==> src/rtl/tre_pkg.sv <==
// ----------------------------------------------------------------------------
// TFTP receive engine package
// Shared constants, codes and the types passed between the engine's parts.
// ----------------------------------------------------------------------------
`default_nettype none

package tre_pkg;

  localparam int BLOCK_BYTES = 512;

  // Payload length is compared with one extra bit so a block size up to 2047 fits.
  localparam int LEN_W  = 10;
  localparam int LENX_W = 11;

  // Action codes.
  localparam logic [1:0] ACT_START   = 2'd0;
  localparam logic [1:0] ACT_PACKET  = 2'd1;
  localparam logic [1:0] ACT_TIMEOUT = 2'd2;

  // Packet opcodes.
  localparam logic [15:0] OP_DATA  = 16'h0003;
  localparam logic [15:0] OP_ERROR = 16'h0005;

  // Result status codes.
  localparam logic [2:0] ST_IDLE     = 3'd0;
  localparam logic [2:0] ST_STARTED  = 3'd1;
  localparam logic [2:0] ST_IGNORED  = 3'd2;
  localparam logic [2:0] ST_ACCEPTED = 3'd3;
  localparam logic [2:0] ST_LAST     = 3'd4;
  localparam logic [2:0] ST_RETRY    = 3'd5;
  localparam logic [2:0] ST_ABORT    = 3'd6;
  localparam logic [2:0] ST_PEER_ERR = 3'd7;

  localparam logic [3:0] MAX_RETRIES_RST = 4'd10;

  // Classified event as it travels through the queue.
  typedef struct packed {
    logic        is_start;
    logic        is_packet;
    logic        is_timeout;
    logic        is_data;
    logic        is_error;
    logic        len_ok;
    logic        len_full;
    logic [15:0] block;
  } evt_t;

  // One result item.
  typedef struct packed {
    logic [15:0] peer_error_code;
    logic [2:0]  status;
    logic        store_payload;
    logic [15:0] ack_block;
    logic        send_ack;
  } res_t;

endpackage

`default_nettype wire

==> src/rtl/tftp_receive_engine.sv <==
// out_tvalid rises once an event has passed through the queue register and
// then through the back end's result register.
// Throughput: one event per cycle while out_tready is high; the two-entry
// queue holds events while the output stalls.
// Reset (rst_n low, synchronous): queue and output emptied, transfer idle,
// expected block and retry count zero, max_retries back to 10.
// ----------------------------------------------------------------------------
// TFTP receive engine
// Lock-step TFTP receive control: front classifier, event queue, back end.
// ----------------------------------------------------------------------------
`default_nettype none

module tftp_receive_engine (
  input  wire logic        clk,
  input  wire logic        rst_n,
  input  wire logic        cfg_we,
  input  wire logic [3:0]  cfg_wdata,     // max_retries
  input  wire logic        in_tvalid,
  output logic             in_tready,
  // [1:0] action, [17:2] pkt_opcode, [33:18] pkt_block, [43:34] payload_len
  input  wire logic [47:0] in_tdata,
  output logic             out_tvalid,
  input  wire logic        out_tready,
  // [0] send_ack, [16:1] ack_block, [17] store_payload, [20:18] status,
  // [36:21] peer_error_code
  output logic [39:0]      out_tdata
);

  tre_pkg::evt_t evt_in;
  tre_pkg::evt_t evt_q;
  tre_pkg::res_t res;
  logic          q_valid;
  logic          q_pop;

  tre_front u_front (
    .action      (in_tdata[1:0]),
    .pkt_opcode  (in_tdata[17:2]),
    .pkt_block   (in_tdata[33:18]),
    .payload_len (in_tdata[43:34]),
    .evt         (evt_in)
  );

  tre_queue u_queue (
    .clk        (clk),
    .rst_n      (rst_n),
    .push       (in_tvalid),
    .push_data  (evt_in),
    .push_ready (in_tready),
    .pop        (q_pop),
    .pop_data   (evt_q),
    .pop_valid  (q_valid)
  );

  tre_back u_back (
    .clk       (clk),
    .rst_n     (rst_n),
    .cfg_we    (cfg_we),
    .cfg_wdata (cfg_wdata),
    .evt_valid (q_valid),
    .evt       (evt_q),
    .evt_pop   (q_pop),
    .res_valid (out_tvalid),
    .res       (res),
    .res_ready (out_tready)
  );

  assign out_tdata = {3'b000, res.peer_error_code, res.status, res.store_payload,
                      res.ack_block, res.send_ack};

endmodule

`default_nettype wire

==> src/rtl/tre_front.sv <==
// ----------------------------------------------------------------------------
// TFTP receive engine front end
// Decodes the action and classifies the packet header independent of state.
// ----------------------------------------------------------------------------
`default_nettype none

module tre_front (
  input  wire logic [1:0]          action,
  input  wire logic [15:0]         pkt_opcode,
  input  wire logic [15:0]         pkt_block,
  input  wire logic [9:0]          payload_len,
  output tre_pkg::evt_t            evt
);

  logic [tre_pkg::LENX_W-1:0] len_x;
  logic [tre_pkg::LENX_W-1:0] blk_bytes;

  assign len_x     = {1'b0, payload_len};
  assign blk_bytes = tre_pkg::LENX_W'(tre_pkg::BLOCK_BYTES);

  always_comb begin
    evt.is_start   = (action == tre_pkg::ACT_START);
    evt.is_packet  = (action == tre_pkg::ACT_PACKET);
    evt.is_timeout = (action == tre_pkg::ACT_TIMEOUT);
    evt.is_data    = (pkt_opcode == tre_pkg::OP_DATA);
    evt.is_error   = (pkt_opcode == tre_pkg::OP_ERROR);
    evt.len_ok     = (len_x <= blk_bytes);
    evt.len_full   = (len_x == blk_bytes);
    evt.block      = pkt_block;
  end

endmodule

`default_nettype wire

==> src/rtl/tre_queue.sv <==
// ----------------------------------------------------------------------------
// TFTP receive engine event queue
// Two-entry FIFO of classified events between the front and back ends.
// ----------------------------------------------------------------------------
`default_nettype none

module tre_queue (
  input  wire logic          clk,
  input  wire logic          rst_n,
  input  wire logic          push,
  input  tre_pkg::evt_t      push_data,
  output logic               push_ready,
  input  wire logic          pop,
  output tre_pkg::evt_t      pop_data,
  output logic               pop_valid
);

  tre_pkg::evt_t mem_r [2];
  logic          wr_ptr_r, wr_ptr_nxt;
  logic          rd_ptr_r, rd_ptr_nxt;
  logic [1:0]    count_r, count_nxt;
  logic          do_push, do_pop;

  assign push_ready = (count_r != 2'd2);
  assign pop_valid  = (count_r != 2'd0);
  assign pop_data   = mem_r[rd_ptr_r];
  assign do_push    = push && push_ready;
  assign do_pop     = pop && pop_valid;

  always_comb begin
    wr_ptr_nxt = do_push ? ~wr_ptr_r : wr_ptr_r;
    rd_ptr_nxt = do_pop ? ~rd_ptr_r : rd_ptr_r;
    count_nxt  = count_r;
    if (do_push && !do_pop) begin
      count_nxt = count_r + 2'd1;
    end else if (do_pop && !do_push) begin
      count_nxt = count_r - 2'd1;
    end
  end

  always_ff @(posedge clk) begin
    if (!rst_n) begin
      wr_ptr_r <= 1'b0;
      rd_ptr_r <= 1'b0;
      count_r  <= 2'd0;
    end else begin
      wr_ptr_r <= wr_ptr_nxt;
      rd_ptr_r <= rd_ptr_nxt;
      count_r  <= count_nxt;
    end
  end

  always_ff @(posedge clk) begin
    if (do_push) begin
      mem_r[wr_ptr_r] <= push_data;
    end
  end

endmodule

`default_nettype wire

==> src/rtl/tre_back.sv <==
// ----------------------------------------------------------------------------
// TFTP receive engine back end
// Holds the transfer state, executes one event per cycle unless its result is stalled, registers results.
// ----------------------------------------------------------------------------
`default_nettype none

module tre_back (
  input  wire logic          clk,
  input  wire logic          rst_n,
  input  wire logic          cfg_we,
  input  wire logic [3:0]    cfg_wdata,
  input  wire logic          evt_valid,
  input  tre_pkg::evt_t      evt,
  output logic               evt_pop,
  output logic               res_valid,
  output tre_pkg::res_t      res,
  input  wire logic          res_ready
);

  logic          active_r, active_nxt;
  logic [15:0]   expected_r, expected_nxt;
  logic [3:0]    retry_r, retry_nxt;
  logic [3:0]    max_retries_r;
  logic          valid_r;
  tre_pkg::res_t res_r;
  tre_pkg::res_t res_nxt;
  logic [3:0]    retry_inc;

  assign evt_pop   = evt_valid && (!valid_r || res_ready);
  assign res_valid = valid_r;
  assign res       = res_r;
  assign retry_inc = retry_r + 4'd1;

  always_comb begin
    active_nxt   = active_r;
    expected_nxt = expected_r;
    retry_nxt    = retry_r;
    res_nxt      = '0;
    res_nxt.status = tre_pkg::ST_IDLE;
    if (evt.is_start) begin
      res_nxt.send_ack = 1'b1;
      res_nxt.status   = tre_pkg::ST_STARTED;
      active_nxt       = 1'b1;
      expected_nxt     = 16'd1;
      retry_nxt        = 4'd0;
    end else if (evt.is_packet && active_r) begin
      if (evt.is_error) begin
        active_nxt              = 1'b0;
        res_nxt.status          = tre_pkg::ST_PEER_ERR;
        res_nxt.peer_error_code = evt.block;
      end else if (!evt.is_data || evt.block != expected_r || !evt.len_ok) begin
        res_nxt.status = tre_pkg::ST_IGNORED;
      end else begin
        res_nxt.store_payload = 1'b1;
        res_nxt.send_ack      = 1'b1;
        res_nxt.ack_block     = expected_r;
        expected_nxt          = expected_r + 16'd1;
        retry_nxt             = 4'd0;
        if (evt.len_full) begin
          res_nxt.status = tre_pkg::ST_ACCEPTED;
        end else begin
          active_nxt     = 1'b0;
          res_nxt.status = tre_pkg::ST_LAST;
        end
      end
    end else if (evt.is_timeout && active_r) begin
      retry_nxt = retry_inc;
      if (retry_inc >= max_retries_r) begin
        active_nxt     = 1'b0;
        res_nxt.status = tre_pkg::ST_ABORT;
      end else begin
        res_nxt.status = tre_pkg::ST_RETRY;
      end
    end
  end

  always_ff @(posedge clk) begin
    if (!rst_n) begin
      active_r      <= 1'b0;
      expected_r    <= 16'd0;
      retry_r       <= 4'd0;
      max_retries_r <= tre_pkg::MAX_RETRIES_RST;
      valid_r       <= 1'b0;
    end else begin
      if (cfg_we) begin
        max_retries_r <= cfg_wdata;
      end
      if (evt_pop) begin
        active_r   <= active_nxt;
        expected_r <= expected_nxt;
        retry_r    <= retry_nxt;
        valid_r    <= 1'b1;
      end else if (res_ready) begin
        valid_r <= 1'b0;
      end
    end
  end

  always_ff @(posedge clk) begin
    if (evt_pop) begin
      res_r <= res_nxt;
    end
  end

endmodule

`default_nettype wire
==> config.mk <==
export PLATFORM = sky130hd
export DESIGN_NAME = tftp_receive_engine
export DESIGN_NICKNAME = d
export VERILOG_FILES = /design/src/rtl/tre_pkg.sv /design/src/rtl/tftp_receive_engine.sv /design/src/rtl/tre_front.sv /design/src/rtl/tre_queue.sv /design/src/rtl/tre_back.sv
export SDC_FILE = /design/constraint.sdc
export NUM_CORES = 1
export LEC_CHECK = 0
export BUFFER_PORTS_ARGS = -buffer_cell sky130_fd_sc_hd__buf_2
export CORE_ASPECT_RATIO = 1.1
export CORE_UTILIZATION = 55
export DETAILED_ROUTE_END_ITERATION = 8
export HOLD_SLACK_MARGIN = 0.06
export PLACE_DENSITY_LB_ADDON = 0.25
export SYNTH_ARGS = -nofsm -noshare
export SYNTH_HDL_FRONTEND = slang
export SYNTH_HIERARCHICAL = 1
export SYNTH_SLANG_ARGS = --single-unit
==> constraint.sdc <==
create_clock -name clk -period 3.6 [get_ports clk]
set_input_delay 0.72 -clock clk [delete_from_list [all_inputs] [get_ports clk]]
set_output_delay 0.72 -clock clk [all_outputs]
set_load 0.01 [all_outputs]
## Word-level counts from Yosys, hierarchy flattened

Memories as Yosys holds them, arrays and structs flattened. A register that Yosys moved wholly into a read port is not among the register bits.
Cells that the tools add are included.

| cells by class | value |
|---|---|
| $add $sub $neg | 4 |
| order comparisons | 2 |
| eq/ne operators | 13 |
| multiplexer cells | 33 |
| bitwise logic cells | 4 |
| reduce and logical (&&, ||, !) cells | 28 |

Operators with widths:

| kind | count |
|---|---|
| two-way mux 16 bit | 4 |
| two-way mux 4 bit | 5 |
| two-way mux 18 bit | 1 |
| adder 16 x 1 -> 16 bit (second input constant) | 1 |
| == test 16 x 2 -> 1 bit (second input constant) | 1 |
| == test 16 x 3 -> 1 bit (second input constant) | 1 |
| != test 16 bit | 1 |
| two-way mux 1 bit | 15 |
| two-way mux 3 bit | 5 |
| == test 10 bit (second input constant) | 1 |
| <= comparator 10 bit (second input constant) | 1 |
| != test 4 bit (second input constant) | 2 |
| AND reduction 4 bit | 2 |
| nonzero test 2 bit | 4 |
| logical AND 1 bit | 7 |
| two-way mux 2 bit | 3 |
| != test 3 bit (second input constant) | 2 |
| nonzero test 3 bit | 2 |
| OR reduction 3 bit | 2 |
| zero test 1 bit | 5 |
| AND reduction 5 bit | 1 |
| adder 4 x 1 -> 4 bit (second input constant) | 1 |
| greater-or-equal comparator 4 bit | 1 |
| != test 2 bit (second input constant) | 2 |
| 9 further kinds | 14 |

| storage, ports and cells | value |
|---|---|
| register bits | 67 |
| memory bits (writable) | 46 |
| input bits | 57 |
| output and inout bits | 42 |
| logic and storage cells | 98 |
| memories kept | 1 |

Memories:

| memory | words | bits a word | rd ports | clocked after memory_dff | write ports | RTL line | RTL |
|---|---|---|---|---|---|---|---|
| u_queue.mem_r | 2 | 23 | 1 | 1 | 1 | tre_queue.sv:18 | `tre_pkg::evt_t mem_r [2];` |

## Longest topological paths before layout

| depth | value |
|---|---|
| depth after elaboration | 7 |
| gate-level depth with buffers | 10 |
| depth with buffers taken out | 8 |

## Cells and area by module

Netlist, hierarchy kept.

By module, submodules not included:

| module | instances | cells an instance | area an instance (um2) |
|---|---|---|---|
| tre_back | 1 | 276 | 2,967.8 |
| tre_queue | 1 | 95 | 1,893.1 |
| tre_front | 1 | 30 | 240.2 |
| tftp_receive_engine | 1 | 4 | 26.3 |

## Least setup slack after synthesis

No wires, ideal clock.

| timing path | value |
|---|---|
| path type | input to register |
| start | input port out_tready |
| end | register u_queue.count_r[1] |
| library setup time | 0.070 ns |
| arrival | 3.110 ns |
| data required time | 3.530 ns |
| slack | 0.420 ns |
| cell stages on the path | 7 |
| path buffers | 0 |
| path through | nand2b_1 -> nand2_1 -> clkinv_1 -> o21ai_1 -> ha_1 -> or3_1 -> a21boi_1 |

| on the way | value |
|---|---|
| word-level cells in the longest chain between the ends | 6 |
| elaborated cells between the ends (all ways) | 8 |
| classes of those cells | 1 x mux; 7 x reduce/logical |

Ends and longest elaborated chain:

| item | RTL line | RTL |
|---|---|---|
| start, declared | tftp_receive_engine.sv:23 | `input wire logic out_tready,` |
| logical OR 1 bit (*) | tre_back.sv:29 | `assign evt_pop = evt_valid && (!valid_r \|\| res_ready);` |
| logical AND 1 bit (*) | tre_back.sv:29 |  |
| named net q_pop | tftp_receive_engine.sv:33 | `logic q_pop;` |
| logical AND 1 bit (*) | tre_queue.sv:28 | `assign do_pop = pop && pop_valid;` |
| zero test 1 bit | tre_queue.sv:34 | `if (do_push && !do_pop) begin` |
| logical AND 1 bit | tre_queue.sv:34 |  |
| two-way mux 2 bit / nonzero test 2 bit (equally long branches) | -- |  |
| end signal, assigned | tre_queue.sv:49 | `count_r <= count_nxt;` |
| end, declared | tre_queue.sv:21 | `logic [1:0] count_r, count_nxt;` |

Mark *: on every way through the listed nets, which the timed path passes. The rest lies on a longest branch.
A chain may end at the register's enable or synchronous reset.

==> results.md <==
- The run finished with clean final reports.
- The largest single stage delay on the critical path is 0.56 ns.
- The startpoint identified for the worst hold timing path is in_tdata[29].
- The number of antenna violations at the first check in global routing is 0.
- The number of cells on the worst hold path is 1.
- For this configuration, the core starts out at a cell density of 57.20%.
- The overall overflow remaining after global route is 0.
- Once detail routing completed, the nets flagged for antenna violations numbered 0.
- In this run the post-CTS setup repair buffer count came out at 0.
- The critical path goes through buf_4, mux2_2, xor2_1, nor4_1, buf_4, nand2_1, o31a_1, buf_4, or3_1, a21oi_1.
- Subtracting the final worst setup slack from the clock period gives 3.185 ns.
- For the worst setup path, the data arrival time is 3.61 ns.
- The startpoint type of the worst setup path is a flip-flop.
- Measured against its own limit, the worst slew margin works out to 24.16%.
- Clock tree synthesis inserted a total of 17 buffers.
- The number of gates on the worst path with buffers counted is 10.
- In this run the power density over the cells is 741.3 nW/um2.
- The most numerous cell type found on the critical path is sky130_fd_sc_hd__buf_4.
- The number of standard cells in the layout, taps in and fillers out is 621.
- The setup TNS is 0 ns.
- The final count of pins violating max slew is 0.
- In this run the static leakage power is 0.002441 uW.
- Counting every sink on the clock net gives 114.
- The maximum VDD drop is 382.3 uV.
- Across the run, the number of max-cap violations was 0.
- The standard cell with the maximum stage delay on the critical path is sky130_fd_sc_hd__o31a_1.
- The worst hold path belongs to the class primary input to flip-flop.
- Clock-pin slew was measured on the worst setup and hold paths at 0.05 ns.
- After technology mapping, the gate count stands at 405.
- The kind of capture point of the worst setup path is a flip-flop.
- The final layout contains 558 nets.
- Once the clock tree was built, the resizer swapped 0 gates to a different size.
- The repair_antennas step left the layout with diodes totalling 0.
- Measured along the x axis, the die boundary spans 94.06 um.
- By startpoint and endpoint, the worst setup path is classified as flip-flop to flip-flop.
- The detailed placement HPWL is 6.597 mm.
- The first-pass GRT wire length is 15.66 mm.
- The final critical-path share of the clock period is 88.47%.
- The hold-fix buffer count after cts is 0.
- The internal reg-to-reg setup slack is 0.42 ns.
- The number of hold violations in the final report is 0.
- The first routing iteration left 144 violations.
- Dividing the synthesized area by the synthesized cell count gives 12.66 um2.
- The routed via count divided by cell count is 5.467.
- The share of final-layout standard cells stronger than drive strength 1 is 32.15%.
- At the end of routability-driven placement, the weighted congestion stood at 0.8831.
- The count of buffer and inverter cells on the critical path is 3.
- The TritonCTS clock tree is built.
- The count of pins on the block boundary is 99.
- The cell count after placement is 589.
- The number of distinct library cell variants in the gate-level netlist after synthesis is 51.
- For this run, the number of Yosys warnings is 6.
- In this run, synthesis inferred 83 flip-flops with an integrated enable.
- The top cell type's share of synthesized area is 48.61%.
- The post-synthesis sequential area ratio is 60.71%.
- Based on the critical path, the design can be clocked at up to 314.0 MHz.
- The proportion of synthesized flip-flops having asynchronous set or reset is 0%.
- Summing over every cut layer, the via total after detailed routing is 3395.
- The endpoint of the worst hold-timing path is u_queue/mem_r[0][11]$_DFFE_PP_.
- Setup repair after global routing left no endpoint under its margin.
- The height of the die is 103.3 um.
- The average detailed-routed wire length per instance is 15.64 um.
- The netlist area before placement is 5127 um2.
- For this run, the leading register cell type out of synthesis is sky130_fd_sc_hd__edfxtp_1.
- The region available for standard cell placement spans 8964 um2.
- The initialized floorplan defines 36 standard-cell rows.
- At the later pin of the worst-skew pair, clock insertion delay measures 0.52 ns.
- Setup violations remaining at the end of the flow were counted as 0.
- The number of detailed-routing iterations run before antenna repair is 4.
- The pin slew with the least headroom to its limit is 1.138 ns.
- Leaving out fill and tap cells, the most frequent cell in the layout is sky130_fd_sc_hd__buf_2.
- Of all cell types, the one taking the most synthesized area is sky130_fd_sc_hd__edfxtp_1.
- The cell family with the largest share of critical-path delay is simple AND/OR/NAND/NOR gates.
- The final layout contains routed wiring with a total length of 9.712 mm.
- The number of synthesized register bits is 114.
- Entering global routing, the biggest net connects 37 pins.
- CTS built an H-tree with a depth of 4.
- The total global-route track usage is 21.92%.
- The reg-to-reg endpoint is u_back/expected_r[7]$_SDFFE_PN0P_.
- No sink is reached through more buffers than the 2 on the longest clock path.
- The number of DRC violations after detailed routing is 0.
- The completed layout was analyzed and its total power is 4589 uW.
- The number of global-route vias before repair is 3300.
- The worst-case reg-to-reg path depth is 10.
- Relative to the synthesized area, the layout overhead comes to 20.74%.
- The floorplan step defined a die boundary enclosing 9713 um2.
- The clock root buffer master is sky130_fd_sc_hd__clkbuf_8.
- The library cells used most frequently in the layout, excluding fill and tap cells, are sky130_fd_sc_hd__buf_2, sky130_fd_sc_hd__edfxtp_1, sky130_fd_sc_hd__and2_1.
- The critical-path maximum fanout is 25.
- Yosys attributes the largest share of cell area to sky130_fd_sc_hd__edfxtp_1, sky130_fd_sc_hd__dfxtp_1, sky130_fd_sc_hd__mux2_2.
- The worst-case clock skew is 0.009809 ns.
- In this run the tool buffered the top-level ports with 91 buffer cells.
- The critical path data required time is 4.03 ns.
-- registers in the layout, summed over array words and instances (netlist names), named ones only --
register / flops
u_queue/wr_ptr_r: 1
u_back/expected_r: 16
u_back/retry_r: 4
u_queue/count_r: 2
u_back/active_r: 1
u_back/max_retries_r: 4
u_back/res: 37
u_back/res_valid: 1
u_queue/mem_r: 46
u_queue/rd_ptr_r: 1
-- final cells by class --
type                       instances  area (um2)
inverter                           8       30.03
sequential                       114        3113
fill                             683        2773
multi-input combinational        255        1803
tap                              114       142.6
timing repair buffer              98       508.0
clock buffer                      22       462.9
clock inverter                    10       131.4
-- logic make-up after synthesis --
kind of cell    synth area share (%)
buf+inv                        4.270
fa+ha+maj                      1.708
compound gates                 5.710
other cells                  0.07314
mux                            6.418
flops                          60.71
xor+xnor                       3.587
simple gates                   17.52
-- how the worst max path moves through the flow --
stage	start	end	slack, ns
final	flip-flop	u_back/expected_r[7]$_SDFFE_PN0P_	0.42
after global routing	flip-flop	u_back/expected_r[7]$_SDFFE_PN0P_	0.27
after CTS	flip-flop	u_back/expected_r[7]$_SDFFE_PN0P_	0.43
after detailed placement	flip-flop	u_back/expected_r[7]$_SDFFE_PN0P_	0.46
after global placement	flip-flop	u_back/expected_r[7]$_SDFFE_PN0P_	0.54
after floorplan	out_tready	u_queue/count_r[1]$_SDFFE_PN0P_	0.42
-- routing by layer --
metal,wire [um],vias to the layer above,GRT usage (%)
met1,3956,1614,25.21
met5,0,-,0
met2,5051,130,38.63
met3,584,12,7.091
li1,-,1639,-
met4,119,0,7.692
-- cells in the mapped netlist, drive strengths merged, types with 2 or more instances --
cell	n
a21boi	4
a21oi	13
and2	36
and3	5
and4	2
and4b	2
buf	22
clkbuf	8
dfxtp	31
edfxtp	83
ha	7
inv	7
mux2	23
mux2i	7
nand2	19
nand2b	4
nand3	8
nand4	6
nor2	15
nor2b	12
nor3	3
nor3b	3
nor4	8
nor4b	2
o211ai	4
o21a	2
o21ai	17
o31ai	3
or2	4
or3	9
or4	5
xnor2	3
xor2	18
-- per-stage QoR --
step                      setup WS [ns]  util [%]  hold slack, ns  area [um2]
final                            0.4152     69.07          0.3920        6191
after global routing             0.2702     69.07          0.3662        6191
after CTS                        0.4299     69.07          0.3735        6191
after detailed placement         0.4650     62.44          0.4920        5597
after global placement           0.5355     62.44          0.4815        5597
after floorplan                  0.4199         -          0.4614        5135
-- report_power, final --
| part | leakage (uW) | switching (uW) | internal, uW |
|---|---|---|---|
| clock network | 0.000284 | 551 | 1100 |
| registers | 0.00105 | 96.7 | 1760 |
| logic | 0.00111 | 647 | 432 |
Power figures use the tool's default switching activity.
